===== config.mk =====
export PLATFORM = sky130hd
export DESIGN_NAME = hcx_queue
export DESIGN_NICKNAME = d
export VERILOG_FILES = /design/src/hdl/hcx_pkg.sv /design/src/hdl/hcx_queue.sv
export SDC_FILE = /design/constraint.sdc
export NUM_CORES = 1
export LEC_CHECK = 0
export ABC_CLOCK_PERIOD_IN_PS = 2800
export BUFFER_PORTS_ARGS = -buffer_cell sky130_fd_sc_hd__buf_2
export CAP_MARGIN = 20
export CORE_MARGIN = 2
export CORE_UTILIZATION = 30
export CTS_BUF_LIST = sky130_fd_sc_hd__clkbuf_16
export DETAILED_ROUTE_END_ITERATION = 12
export GPL_TIMING_DRIVEN = 0
export PLACE_DENSITY = 0.49
export SLEW_MARGIN = 20
export SYNTH_ARGS = -nofsm -noshare
export SYNTH_HDL_FRONTEND = slang
export SYNTH_SLANG_ARGS = --single-unit

===== constraint.sdc =====
create_clock -name i_clk -period 2.8 [get_ports i_clk]
set_clock_uncertainty 0.2 [all_clocks]
set_input_delay 0.14 -clock i_clk [delete_from_list [all_inputs] [get_ports i_clk]]
set_output_delay 0.14 -clock i_clk [all_outputs]
set_load 0.1 [all_outputs]

===== src/hdl/hcx_pkg.sv =====
// Shared types, constants and the ALU function of the execute core.
package hcx_pkg;

    localparam int RAM_WORDS = 16384;
    localparam int RAM_AW    = (RAM_WORDS > 1) ? $clog2(RAM_WORDS) : 1;
    localparam logic [RAM_AW-1:0] RAM_LAST   = RAM_AW'(RAM_WORDS - 1);
    localparam logic [16:0]       RAM_LIMIT  = 17'(RAM_WORDS);

    // Bit positions in comp_sel, dest and jump.
    localparam int COMP_MEM = 6;
    localparam int DEST_A   = 2;
    localparam int DEST_D   = 1;
    localparam int DEST_M   = 0;
    localparam int JUMP_NEG = 2;
    localparam int JUMP_ZER = 1;
    localparam int JUMP_POS = 0;

    // ALU control bits within comp_sel[5:0].
    localparam int ALU_ZX = 5;
    localparam int ALU_NX = 4;
    localparam int ALU_ZY = 3;
    localparam int ALU_NY = 2;
    localparam int ALU_F  = 1;
    localparam int ALU_NO = 0;

    localparam logic FUNC_LOAD = 1'b0;

    typedef struct packed {
        logic        func;
        logic [14:0] const_value;
        logic [6:0]  comp_sel;
        logic [2:0]  dest;
        logic [2:0]  jump;
    } t_req;

    typedef struct packed {
        logic [14:0]        next_pc;
        logic signed [15:0] a_value;
        logic signed [15:0] d_value;
        logic signed [15:0] alu_out;
        logic               mem_written;
    } t_res;

    // Classified instruction as it travels through the queue.
    typedef struct packed {
        logic        is_calc;
        logic [14:0] const_value;
        logic        use_mem;
        logic [5:0]  alu_ctl;
        logic        wr_a;
        logic        wr_d;
        logic        wr_m;
        logic [2:0]  jump;
    } t_op;

    function automatic logic [15:0] alu_eval(input logic [15:0] x_in,
                                             input logic [15:0] y_in,
                                             input logic [5:0]  ctl);
        logic [15:0] x;
        logic [15:0] y;
        logic [15:0] r;
        x = ctl[ALU_ZX] ? 16'h0000 : x_in;
        x = ctl[ALU_NX] ? ~x : x;
        y = ctl[ALU_ZY] ? 16'h0000 : y_in;
        y = ctl[ALU_NY] ? ~y : y;
        r = ctl[ALU_F] ? (x + y) : (x & y);
        r = ctl[ALU_NO] ? ~r : r;
        return r;
    endfunction

endpackage


===== src/hdl/hcx_queue.sv =====
// Two-entry queue between the front end and the execute back end.
module hcx_queue (
    input  logic         i_clk,
    input  logic         i_rst_n,
    input  logic         i_push,
    input  hcx_pkg::t_op i_op,
    input  logic         i_pop,
    output logic         o_full,
    output logic         o_valid,
    output hcx_pkg::t_op o_op
);
    import hcx_pkg::*;

    t_op        r_entry [2];
    logic       r_head, n_head;
    logic       r_tail, n_tail;
    logic [1:0] r_count, n_count;

    assign o_full  = (r_count == 2'd2);
    assign o_valid = (r_count != 2'd0);
    assign o_op    = r_entry[r_head];

    always_comb begin
        n_head  = r_head;
        n_tail  = r_tail;
        n_count = r_count;
        if (i_push) begin
            n_tail = ~r_tail;
        end
        if (i_pop) begin
            n_head = ~r_head;
        end
        case ({i_push, i_pop})
            2'b10:   n_count = r_count + 2'd1;
            2'b01:   n_count = r_count - 2'd1;
            default: n_count = r_count;
        endcase
    end

    always_ff @(posedge i_clk) begin
        if (!i_rst_n) begin
            r_head  <= 1'b0;
            r_tail  <= 1'b0;
            r_count <= 2'd0;
        end else begin
            r_head  <= n_head;
            r_tail  <= n_tail;
            r_count <= n_count;
        end
        if (i_push) begin
            r_entry[r_tail] <= i_op;
        end
    end

    a_no_overflow: assert property (@(posedge i_clk) disable iff (!i_rst_n)
        !(i_push && o_full && !i_pop))
        else $error("queue push while full");
    a_no_underflow: assert property (@(posedge i_clk) disable iff (!i_rst_n)
        !(i_pop && !o_valid))
        else $error("queue pop while empty");
    a_count_range: assert property (@(posedge i_clk) disable iff (!i_rst_n)
        r_count != 2'd3)
        else $error("queue count out of range");

endmodule


==> run summary <==
WL/cell: 13.1 um
Fmax: 482 MHz
Final Cell Area: 3400 um2
Overflow after GRT: 0
critical path's slowest cell: mux2_2
Relative slew margins: 51.2%
leakage: 1.31 nW
Die Wd: 91.7 um
final net count: 253
crit end category: primary output
cell taking the most area after synthesis: edfxtp_1
WL final: 4220 um
Antenna diodes: 0
vias: 1334
crit path DAT: 1730 ps
worst vdd ir: 491 uV
largest net degree at the start of global routing: 30
required time worst endpoint: 2460 ps
worst-skew pair later-pin latency: 310 ps
vias in the first global route: 1463
commonest non-fill, non-tap cells in the layout: buf_2, edfxtp_1, dlygate4sd3_1, mux2_2, clkbuf_16
Placer Congestion: 0.668
Max-Cap Viols: 0
Critical Path, Cell by Cell: buf_2 -> buf_4 -> mux2_2 -> buf_2
share of post-route cells with drive strength above 1: 50.2%
fin. max-slew vios: 0
area share of the largest cell type after synthesis: 75.6%
synthesized area: 2300 um2
final hold viol count: 0
placed wire-length estimate: 2760 um
outcome: finished clean
root buf cell: clkbuf_16
IO Pins: 64
P per Cell Area: 825 nW/um2
first-pass GRT wire length: 6900 um
clock tree buffer depth: 2
Yosys cell types: 18
WS Path Type: register to primary output
synth top area cells: edfxtp_1, mux2_2, dfxtp_1
Cell Rows: 31
mean post-synth cell area: 20.6 um2
delay-heaviest family, CP: buffers and inverters
worst path bufs/invs: 3
# clock sinks: 63
maximum fanout along the worst path: 10
cts bufs inserted: 9
initial DRC count: 82
RSZ-0062 raised after global routing: false
Die Height: 91.7 um
final core utilization: 46.4%
Pre-antenna DRT Iters: 4
initial core utilization: 31.4%
CP max stage delay: 350 ps
Overall Global Routing Usage: 10.8%
CTS clock-pin slew for the worst setup and hold paths: 50 ps
syn nets: 146
Cell Area, Placed: 2780 um2
Slew @ Worst Pin: 733 ps
TritonCTS clock tree: built
Hold WC Path Type: primary input to register
synth-to-layout area growth: 47.6%
fin crit period: 2070 ps
final worst-path cycle share: 74.0%
number of setup violations in the final report: 0
Seq/Total Area, Yosys: 79.9%
count of state elements after synthesis: 63
DRC viols: 0
Ys Warns: 0
commonest non-fill, non-tap cell in the layout: buf_2
core outline area: 7330 um2
Worst setup SP type: register
initial antenna violation count: 0
Synth Instances: 112
CTS HTree Levels: 3
most used cell, CP: buf_2
port bufs: 63
antenna violation net count after detailed routing: 0
setup tns final: 0 ps
die area: 8400 um2
DR vias/cell: 4.14
[tightest hold or removal path, delay by kind of cell]
family,cells,cell delay (ps)
buffers and inverters,2,220
and+or+nand+nor,1,120
[registers in the layout, indices dropped and copies added, names as in the netlist, named ones only]
signal and count:
r_entry 58, r_tail 1, r_head 1, r_count 2
[report_power, final]
part | switching, mW | internal, mW
Combinational | 0.445 | 0.144
Sequential | 0.0151 | 1.09
Clock | 0.354 | 0.761
Total | 0.815 | 1.99
[synthesized netlist by cell type]
cell type  number
a21boi_1        1
and2_1          4
and2b_2         1
buf_2           2
buf_4           1
dfxtp_1         5
edfxtp_1       58
ha_1            1
inv_1           1
mux2_2         29
nor2_1          1
nor2b_1         1
o21a_1          1
o21ai_0         1
or2_2           1
or3_1           1
xnor2_1         2
xor2_1          1
[worst paths after layout]
path / from / to / slack [ps] / depth (start not counted)
worst min-delay path: i_push / r_entry[0][6] / 160 / 3
worst max-delay path: register / o_op[19] / 730 / 4
worst max register to register: r_tail / r_tail / 1060 / 3
worst min register to register: r_count[1] / r_count[1] / 330 / 2
[kinds of logic (layout without fill, tap and decap cells)]
logic type               Yosys count  count (layout)  synth area share (%)
AO/OA/AOI/OAI                      3               3                 0.869
XOR/XNOR                           3               3                  1.14
adder cells (fa/ha/maj)            1               1                 0.543
buffers and inverters              4             115                 0.923
flip-flops                        63              63                  79.9
multiplexers                      29              29                  14.2
AND/OR/NAND/NOR                    9               9                  2.44
[final cells by class]
cell class	instances	area, um2
fill	667	3930
sequential	63	1840
timing repair buffer	96	663
multi-input combinational	45	450
clock buffer	9	225
tap	99	124
clock inverter	6	76.3
buffer	3	17.5
inverter	1	3.75
[through the flow]
step	total power, mW	std cells	hold slack (ps)	setup slack (ps)
2_1_floorplan	1.58	112	38.9	610
3_3_place_gp	1.66	274	128	-141
3_5_place_dp	1.68	275	133	1030
4_1_cts	2.84	322	152	687
5_1_grt	2.91	322	160	607
6_report	2.81	322	155	727
[metal layers]
layer,vias to the layer above,global-route usage (%),wire [um],part of all wire [%]
met5,-,0,0,0
met1,637,12.5,1780,42
met4,0,4.55,44,1.0
li1,650,-,-,-
met2,42,18.2,2120,50
met3,5,3.86,270,6.4
[repair_timing]
action,in CTS,in global routing
hold buffers,32,0
hold endpoints to repair,63,0
gates resized for setup,0,0
buffers inserted,0,0
No activity file was read; power rests on OpenSTA's default activity.
